[config.mk]
export PLATFORM = sky130hd
export DESIGN_NAME = battery_power_mode_manager
export DESIGN_NICKNAME = d
export VERILOG_FILES = /design/src/hw/rtl/bpm_pkg.sv /design/src/hw/rtl/battery_power_mode_manager.sv /design/src/hw/rtl/bpm_percent.sv /design/src/hw/rtl/bpm_state.sv
export SDC_FILE = /design/constraint.sdc
export NUM_CORES = 1
export LEC_CHECK = 0
export ABC_AREA = 1
export BUFFER_PORTS_ARGS = -buffer_cell sky130_fd_sc_hd__buf_2
export CAP_MARGIN = 5
export CORE_ASPECT_RATIO = 0.7
export CORE_MARGIN = 5
export CORE_UTILIZATION = 40
export DETAILED_ROUTE_END_ITERATION = 16
export PLACE_DENSITY = 0.71
export REMOVE_ABC_BUFFERS = 1
export SLEW_MARGIN = 10
export SYNTH_ARGS = -nofsm -noshare
export SYNTH_HDL_FRONTEND = slang
export SYNTH_SLANG_ARGS = --single-unit
[constraint.sdc]
create_clock -name clk -period 4 [get_ports clk]
set_clock_uncertainty 0.05 [all_clocks]
set_input_delay 0.8 -clock clk [delete_from_list [all_inputs] [get_ports clk]]
set_output_delay 0.8 -clock clk [all_outputs]
set_load 0.01 [all_outputs]
[src/hw/rtl/bpm_pkg.sv]
package bpm_pkg;

  localparam int unsigned FUNC_W     = 3;
  localparam int unsigned PIN_W      = 12;
  localparam int unsigned MV_W       = 13;
  localparam int unsigned PCT_W      = 7;
  localparam int unsigned TICK_W     = 32;
  localparam int unsigned CFG_IDX_W  = 2;
  localparam int unsigned CFG_DATA_W = 32;

  typedef enum logic [1:0] {
    MODE_ACTIVE   = 2'd0,
    MODE_IDLE     = 2'd1,
    MODE_SLEEP    = 2'd2,
    MODE_SHUTDOWN = 2'd3
  } mode_t;

  typedef enum logic [FUNC_W-1:0] {
    FUNC_TICK     = 3'd0,
    FUNC_ACTIVITY = 3'd1,
    FUNC_BATTERY  = 3'd2,
    FUNC_SLEEP    = 3'd3,
    FUNC_WAKE     = 3'd4,
    FUNC_SHUTDOWN = 3'd5
  } func_t;

  typedef enum logic [CFG_IDX_W-1:0] {
    REG_IDLE_TIMEOUT = 2'd0,
    REG_LOW_THRESH   = 2'd1,
    REG_CRIT_THRESH  = 2'd2
  } reg_idx_t;

  localparam logic [MV_W-1:0]   CURVE_LOW_MV  = 13'd3200;
  localparam logic [MV_W-1:0]   CURVE_HIGH_MV = 13'd4200;
  localparam logic [PCT_W-1:0]  PCT_FULL      = 7'd100;

  localparam logic [TICK_W-1:0] RST_IDLE_TIMEOUT = 32'd30000;
  localparam logic [MV_W-1:0]   RST_LOW_THRESH   = 13'd3400;
  localparam logic [MV_W-1:0]   RST_CRIT_THRESH  = 13'd3200;

  typedef struct packed {
    mode_t             mode;
    logic [MV_W-1:0]   battery_mv;
    logic [PCT_W-1:0]  charge_percent;
    logic              battery_low;
    logic              battery_critical;
    logic              sleep_request;
    logic              low_event;
  } status_t;

endpackage

[src/hw/rtl/battery_power_mode_manager.sv]
// An event word accepted at the input is captured in the input register, then moves into the
// result register, which drives its status word; while the output is stalled it waits.
// Throughput: one event per cycle while the output is not stalled.
// Reset (rst, synchronous): mode active, counters, battery values and flags cleared,
// configuration registers back to 30000 ticks, 3400 mV and 3200 mV.
module battery_power_mode_manager (
  input  logic                           clk,
  input  logic                           rst,
  input  logic                           cfg_write,
  input  logic [bpm_pkg::CFG_IDX_W-1:0]  cfg_index,
  input  logic [bpm_pkg::CFG_DATA_W-1:0] cfg_data,
  input  logic                           in_valid,
  output logic                           in_stall,
  input  logic [bpm_pkg::FUNC_W-1:0]     func,
  input  logic [bpm_pkg::PIN_W-1:0]      pin_mv,
  output logic                           out_valid,
  input  logic                           out_stall,
  output logic [1:0]                     mode,
  output logic [bpm_pkg::MV_W-1:0]       battery_mv,
  output logic [bpm_pkg::PCT_W-1:0]      charge_percent,
  output logic                           battery_low,
  output logic                           battery_critical,
  output logic                           sleep_request,
  output logic                           low_event
);
  import bpm_pkg::*;

  logic              s1_valid;
  logic [FUNC_W-1:0] s1_func;
  logic [PIN_W-1:0]  s1_pin;
  logic              advance;
  status_t           next_status;
  status_t           out_status;

  // stage 1 moves into the result register when that register is free or drains
  assign advance  = s1_valid && (!out_valid || !out_stall);
  assign in_stall = s1_valid && !advance;

  bpm_state u_state (
    .clk       (clk),
    .rst       (rst),
    .cfg_write (cfg_write),
    .cfg_index (cfg_index),
    .cfg_data  (cfg_data),
    .step      (advance),
    .func      (s1_func),
    .pin_mv    (s1_pin),
    .status    (next_status)
  );

  always_ff @(posedge clk) begin
    if (rst) begin
      s1_valid <= 1'b0;
    end else if (!in_stall) begin
      s1_valid <= in_valid;
    end
    if (in_valid && !in_stall) begin
      s1_func <= func;
      s1_pin  <= pin_mv;
    end
  end

  always_ff @(posedge clk) begin
    if (rst) begin
      out_valid <= 1'b0;
    end else if (advance) begin
      out_valid <= 1'b1;
    end else if (!out_stall) begin
      out_valid <= 1'b0;
    end
    if (advance) begin
      out_status <= next_status;
    end
  end

  assign mode             = out_status.mode;
  assign battery_mv       = out_status.battery_mv;
  assign charge_percent   = out_status.charge_percent;
  assign battery_low      = out_status.battery_low;
  assign battery_critical = out_status.battery_critical;
  assign sleep_request    = out_status.sleep_request;
  assign low_event        = out_status.low_event;

endmodule

[src/hw/rtl/bpm_percent.sv]
module bpm_percent (
  input  logic [bpm_pkg::MV_W-1:0]  mv,
  output logic [bpm_pkg::PCT_W-1:0] percent
);
  import bpm_pkg::*;

  // (mv - 3200) / 10 as a reciprocal multiply: x * 205 >> 11 is exact for x < 1029
  localparam int unsigned DIFF_W      = 10;
  localparam int unsigned RECIP_W     = 8;
  localparam int unsigned PROD_W      = DIFF_W + RECIP_W;
  localparam int unsigned RECIP_SHIFT = 11;
  localparam logic [RECIP_W-1:0] RECIP = 8'd205;

  logic [MV_W-1:0]   diff;
  logic [PROD_W-1:0] prod;

  assign diff = mv - CURVE_LOW_MV;
  assign prod = PROD_W'(diff[DIFF_W-1:0]) * PROD_W'(RECIP);

  always_comb begin
    if (mv <= CURVE_LOW_MV) begin
      percent = '0;
    end else if (mv >= CURVE_HIGH_MV) begin
      percent = PCT_FULL;
    end else begin
      percent = prod[RECIP_SHIFT +: PCT_W];
    end
  end

endmodule

[src/hw/rtl/bpm_state.sv]
module bpm_state (
  input  logic                           clk,
  input  logic                           rst,
  input  logic                           cfg_write,
  input  logic [bpm_pkg::CFG_IDX_W-1:0]  cfg_index,
  input  logic [bpm_pkg::CFG_DATA_W-1:0] cfg_data,
  input  logic                           step,
  input  logic [bpm_pkg::FUNC_W-1:0]     func,
  input  logic [bpm_pkg::PIN_W-1:0]      pin_mv,
  output bpm_pkg::status_t               status
);
  import bpm_pkg::*;

  logic [TICK_W-1:0] idle_timeout;
  logic [MV_W-1:0]   low_thresh;
  logic [MV_W-1:0]   crit_thresh;

  mode_t             mode, mode_next;
  logic [TICK_W-1:0] idle_count, idle_count_next;
  logic [MV_W-1:0]   last_mv, last_mv_next;
  logic [PCT_W-1:0]  last_pct, last_pct_next;
  logic              low_flag, low_flag_next;
  logic              crit_flag, crit_flag_next;
  logic              sleep_req, low_ev;

  logic [MV_W-1:0]   sample_mv;
  logic [PCT_W-1:0]  sample_pct;
  logic              cnt_inc;
  logic [TICK_W-1:0] cnt_plus;
  logic              below_low, below_crit;

  assign sample_mv = {pin_mv, 1'b0};

  bpm_percent u_percent (
    .mv      (sample_mv),
    .percent (sample_pct)
  );

  assign cnt_inc    = (idle_count != '1);
  assign cnt_plus   = cnt_inc ? idle_count + 1'b1 : idle_count;
  assign below_low  = (sample_mv < low_thresh);
  assign below_crit = (sample_mv < crit_thresh);

  always_comb begin
    mode_next       = mode;
    idle_count_next = idle_count;
    last_mv_next    = last_mv;
    last_pct_next   = last_pct;
    low_flag_next   = low_flag;
    crit_flag_next  = crit_flag;
    sleep_req       = 1'b0;
    low_ev          = 1'b0;
    if (mode != MODE_SHUTDOWN) begin
      unique case (func)
        FUNC_TICK: begin
          idle_count_next = cnt_plus;
          sleep_req = cnt_inc && (cnt_plus == idle_timeout) && (mode == MODE_ACTIVE);
          if ((cnt_plus > idle_timeout) && (mode == MODE_ACTIVE)) begin
            mode_next = MODE_IDLE;
          end
        end
        FUNC_ACTIVITY: begin
          idle_count_next = '0;
          if (mode == MODE_IDLE || mode == MODE_SLEEP) begin
            mode_next = MODE_ACTIVE;
          end
        end
        FUNC_BATTERY: begin
          last_mv_next   = sample_mv;
          last_pct_next  = sample_pct;
          // flags follow the level; the event fires only on the set edge
          low_flag_next  = below_low;
          low_ev         = below_low && !low_flag;
          crit_flag_next = below_crit;
          if (below_crit && !crit_flag) begin
            mode_next = MODE_SHUTDOWN;
          end
        end
        FUNC_SLEEP: begin
          mode_next = MODE_SLEEP;
        end
        FUNC_WAKE: begin
          mode_next       = MODE_ACTIVE;
          idle_count_next = '0;
        end
        FUNC_SHUTDOWN: begin
          mode_next = MODE_SHUTDOWN;
        end
        default: begin
        end
      endcase
    end
  end

  always_comb begin
    status.mode             = mode_next;
    status.battery_mv       = last_mv_next;
    status.charge_percent   = last_pct_next;
    status.battery_low      = low_flag_next;
    status.battery_critical = crit_flag_next;
    status.sleep_request    = sleep_req;
    status.low_event        = low_ev;
  end

  always_ff @(posedge clk) begin
    if (rst) begin
      idle_timeout <= RST_IDLE_TIMEOUT;
      low_thresh   <= RST_LOW_THRESH;
      crit_thresh  <= RST_CRIT_THRESH;
    end else if (cfg_write) begin
      unique case (cfg_index)
        REG_IDLE_TIMEOUT: idle_timeout <= cfg_data;
        REG_LOW_THRESH:   low_thresh   <= cfg_data[MV_W-1:0];
        REG_CRIT_THRESH:  crit_thresh  <= cfg_data[MV_W-1:0];
        default: begin
        end
      endcase
    end
  end

  always_ff @(posedge clk) begin
    if (rst) begin
      mode       <= MODE_ACTIVE;
      idle_count <= '0;
      last_mv    <= '0;
      last_pct   <= '0;
      low_flag   <= 1'b0;
      crit_flag  <= 1'b0;
    end else if (step) begin
      mode       <= mode_next;
      idle_count <= idle_count_next;
      last_mv    <= last_mv_next;
      last_pct   <= last_pct_next;
      low_flag   <= low_flag_next;
      crit_flag  <= crit_flag_next;
    end
  end

endmodule

-- Word level (Yosys, flattened, before mapping)
Index checks and enable logic that the tools add are counted.
- bits in registers: 157
- input port bits: 54
- $add $sub $neg: 2
- multiply operators: 1
- order comparisons: 5
- equality and inequality tests: 13
- mux-type cells: 19
- reduce and logical (&&, ||, !) cells: 27
- operator list (operator ; count):
    $pmux 32 s2 ; 1
    $add 32x1->32 const B ; 1
    $eq 32x32->1 ; 1
    $gt 32x32->1 ; 1
    $mux 32 ; 1
    $ne 32x32->1 const B ; 1
    $mux 7 ; 4
    $lt 13x13->1 ; 2
    $mux 13 ; 2
    $mul 10x8->18 const B ; 1
    $ge 13x13->1 const B ; 1
    $le 13x12->1 const B ; 1
    $pmux 2 s6 ; 1
    $reduce_and 2->1 ; 5
    $sub 10x8->10 const B ; 1
    $logic_and 1x1->1 ; 8
    $mux 2 ; 4
    $eq 3x2->1 const B ; 2
    $eq 3x3->1 const B ; 2
    $logic_not 1->1 ; 6
    $mux 1 ; 6
    $eq 2x1->1 const B ; 2
    $eq 2x2->1 const B ; 2
    $logic_not 2->1 ; 2
    other kinds (8) ; 9

-- Longest topological paths before layout
- depth after elaboration: 7
- gate-level depth with buffers: 25

-- Modules after synthesis
Synthesis repeated with hierarchy kept, for this count alone.
- cells, all modules: 1285
- area, all modules: 10177.3 um2
- modules (own cells, without submodules) (module ; times used ; cells an instance ; area each (um2) ; sequential area each (um2)):
    bpm_state ; 1 ; 958 ; 6929.1 ; 2282.2
    bpm_percent ; 1 ; 274 ; 1925.6 ; 0.0
    battery_power_mode_manager ; 1 ; 53 ; 1322.5 ; 1271.2

-- Worst setup path before layout
OpenSTA, ideal clock, no wires.
- path kind: flip-flop to flip-flop
- start point: register s1_pin[6]
- end point: register out_status (netlist bit charge_percent[3]) (data pin)
- setup time: 0.253 ns
- data arrival time: 3.994 ns
- data required time: 3.697 ns
- setup slack: -0.297 ns
- stages on the path, launching flop included: 21
- path buffers: 0
- cells stage by stage: edfxtp_1 > inv_1 > ha_1 > inv_1 > nor2_1 > inv_1 > nand2_1 > ha_1 > inv_1 > fa_1 > inv_1 > fa_1 > ha_1 > ha_1 > a21oi_1 > o21ai_0 > a21oi_1 > o21ai_0 > or2_2 > nand3_1 > nand2_1
- RTL lines (element ; RTL line ; RTL):
    from (decl) ; battery_power_mode_manager.sv:30 ; logic [PIN_W-1:0] s1_pin;
    from (signal assigned) ; battery_power_mode_manager.sv:59 ; s1_pin <= pin_mv;
    to (signal assigned) ; battery_power_mode_manager.sv:72 ; out_status <= next_status;
    to (decl) ; battery_power_mode_manager.sv:33 ; status_t out_status;

==> flow_summary.yaml <==
die:
  rows: 47
  dieArea_sq_um: 27350
  start_util_pct: 40.66
  ios: 82
  fp.dieH_um: 139.9
  fp.dieW_um: 195.5
  core-area_sq_um: 23700
critical_path:
  r2r_end: "charge_percent[1]"
  worstPathArrival_ps: 4130
  cp_data_required_time_ps: 4130
  crit_fanout: 4
  reg2reg_depth: 19
  rrSetupSlack_ps: 0.2
  cp-start-kind: "flip-flop"
  crit_start: "s1_pin[7]"
  reg2reg_from: "s1_pin[7]"
  path_class: "reg2reg"
  critical_path.endpoint_type: "flip-flop"
synth:
  synth-adder-area-share_pct: 17.19
  synth_compound_area_share_pct: 13.68
  synthFlopType: "dfxtp_1"
  synth_top_cell_by_area: "dfxtp_1"
  synth-simple-area-share_pct: 20.55
  ys_ff_latch: 157
  syn_area_sq_um: 9637
  synth_top_area_share_pct: 24.10
  synth-edff-count: 41
  synthDistinctLibCells: 44
  netlist_instances: 1221
  yosysWarnings: 0
  synth.avg_cell_area_sq_um: 7.892
  async_reset_ff_share_pct: 0
  synth_top_family_by_area: "simple AND/OR/NAND/NOR gates"
  synth_xor_area_share_pct: 3.246
  synthMuxAreaShare_pct: 0
  yosys-top-cells-area: "dfxtp_1, ha_1, edfxtp_1"
  ys_seq_area_share_pct: 36.87
cts:
  h-tree-depth: 4
  clkTransAtPathRegs_ps: 70
  numCtsBuffers: 17
  clock_latency_ps: 440
  cts_max_path_buffers: 2
  clockRootBuffer: "clkbuf_16"
  cts_sinks: 157
  cts_hold_buffers: 0
  cts_tree: "built"
pwr:
  irDropWorstVdd_v: 0.0002939
  cellLeakagePower_nw: 5.229
  power.density_nw_per_um2: 425.4
  total_power_mw: 4.944
final_layout:
  final_common_cell: "nand2_1"
  multi_input_area_sq_um: 5612
  final_cell_mix: "nand2_1, inv_1, dfxtp_1"
  drive_gt1_share_pct: 19.99
  post-route-util_pct: 49.04
  syn_to_final_growth_pct: 20.61
  nFillCells: 2240
  diodes: 0
  layout.area.seq_sq_um: 3553
  nNetsFinal: 1516
sta:
  grt_setup_unrepaired: "true"
  setup_viol_count_final: 0
  fmax_mhz: 250.0
  min_period_over_period_pct: 100.0
  hold_viol: 0
  maxSlewHeadroom_pct: 52.11
  hold_ws_ps: 403.7
  tightest_slew_ps: 714.5
  finalCriticalPeriod_ps: 4000
  slew_violations: 0
routing:
  wl_um: 25170
  wire_per_inst_um: 15.08
  vias_per_cell: 4.970
  via_count: 8295
  firstDrtPassIters: 5
  drt_drc_violations_left: 0
  ant_nets: 0
  drtIter0Drc: 612
placed_design:
  hpwl_um: 18720
  gp_congestion: 0.9266
  portBuffers: 81
outcome:
  status: "finished clean"
run:
  cap_violations: 0
worst_hold_path:
  worstHoldPathCells: 2
  worstHoldPathType: "reg2reg"
  worstHoldStart: "u_state.last_mv[0]"
  whs_endpoint: "u_state.last_mv[0]"
global_routing:
  grt_pass1_vias: 7710
  grt_max_degree: 63
  grt_antenna_before_repair: 2
  globalRouteTotalUtil_pct: 17.80
  grt_pass1_wl_um: 39590
  overflow: 0
[power breakdown]
| part | switching, mW | internal, mW | total (mW) | leakage (nW) |
|---|---|---|---|---|
| registers | 0.0272 | 1.69 | 1.72 | 1.34 |
| logic | 0.879 | 0.729 | 1.61 | 3.61 |
| clock network | 0.737 | 0.877 | 1.61 | 0.278 |
| total | 1.64 | 3.30 | 4.94 | 5.23 |
[area by class of cell]
cell class / count / area share (%)
repair buffers: 133 / 6.944
flip-flops and latches: 157 / 30.57
clock buffers: 17 / 3.660
multi-input cells: 849 / 48.28
clock inverters: 15 / 1.303
well taps: 318 / 3.423
inverters: 180 / 5.813
[critical path, stage by stage (launching register included)]
cell and delay (ps):
edfxtp_1 360, inv_2 80, ha_4 160, inv_1 60, nor2_1 50, inv_1 110, nand2_2 100, ha_4 280
inv_1 50, fa_1 470, inv_1 50, fa_1 550, ha_4 220, ha_4 290, nand2_1 120, o21ai_2 190
a21oi_2 70, buf_4 160, xnor2_2 130, a22o_1 190
[per-layer routing]
metal  part of all wire (%)  global-route usage (%)
met5                   0.16                       0
met2                     39                   23.78
met1                     53                   27.90
met4                    1.2                   3.746
met3                    7.5                   5.267
[through the flow]
step | setup WS [ps] | cell area, sq um | std cells | TNS, ps
after floorplan | -297.2 | 9498 | 1186 | -7114
after global placement | -105.0 | 10650 | 1630 | -635.1
after detailed placement | -233.6 | 10650 | 1630 | -1564
after CTS | 3.669 | 11360 | 1665 | 0
after global routing | -133.6 | 11620 | 1669 | -946.0
final | 0.1510 | 11620 | 1669 | 0
[state kept, by name, summed over array words and instances, names as in the netlist, 2 cells and up]
register              count
battery_mv               13
charge_percent            7
mode                      2
s1_func                   3
s1_pin                   12
u_state.crit_thresh      13
u_state.idle_count       32
u_state.idle_timeout     32
u_state.last_mv          13
u_state.last_pct          7
u_state.low_thresh       13
u_state.mode              2
[worst max path at each step]
stage                                to  slack (ps)  cells past startpoint
floorplan             charge_percent[3]        -300                     20
global placement      charge_percent[3]        -110                     20
detailed placement  u_state.last_pct[4]        -230                     20
CTS                 u_state.last_pct[4]           4                     21
global route          charge_percent[6]        -130                     22
finish                charge_percent[1]         0.2                     19
[synthesized netlist by cell type, drive strengths merged (17+ instances only)]
| master | n |
|---|---|
| a21oi | 119 |
| clkbuf | 29 |
| dfxtp | 116 |
| edfxtp | 41 |
| ha | 110 |
| inv | 179 |
| nand2 | 295 |
| nand3 | 29 |
| nor2 | 86 |
| nor3 | 23 |
| o211ai | 17 |
| o21ai | 72 |
| xor2 | 19 |
[timing repair]
action / in CTS / in global routing
buffers inserted: 3 / 4
setup endpoints to repair: 13 / 13
gates resized for setup: 22 / 51
pin swaps: 13 / 42
hold endpoints to repair: 0 / 0
[logic make-up after synthesis]
| logic type | count (synthesis) |
|---|---|
| flip-flops | 157 |
| XOR/XNOR | 34 |
| adder cells (fa/ha/maj) | 124 |
| AO/OA/AOI/OAI | 235 |
| AND/OR/NAND/NOR | 456 |
| buffers and inverters | 215 |
Note: power is estimated with default switching activity, not from simulation.
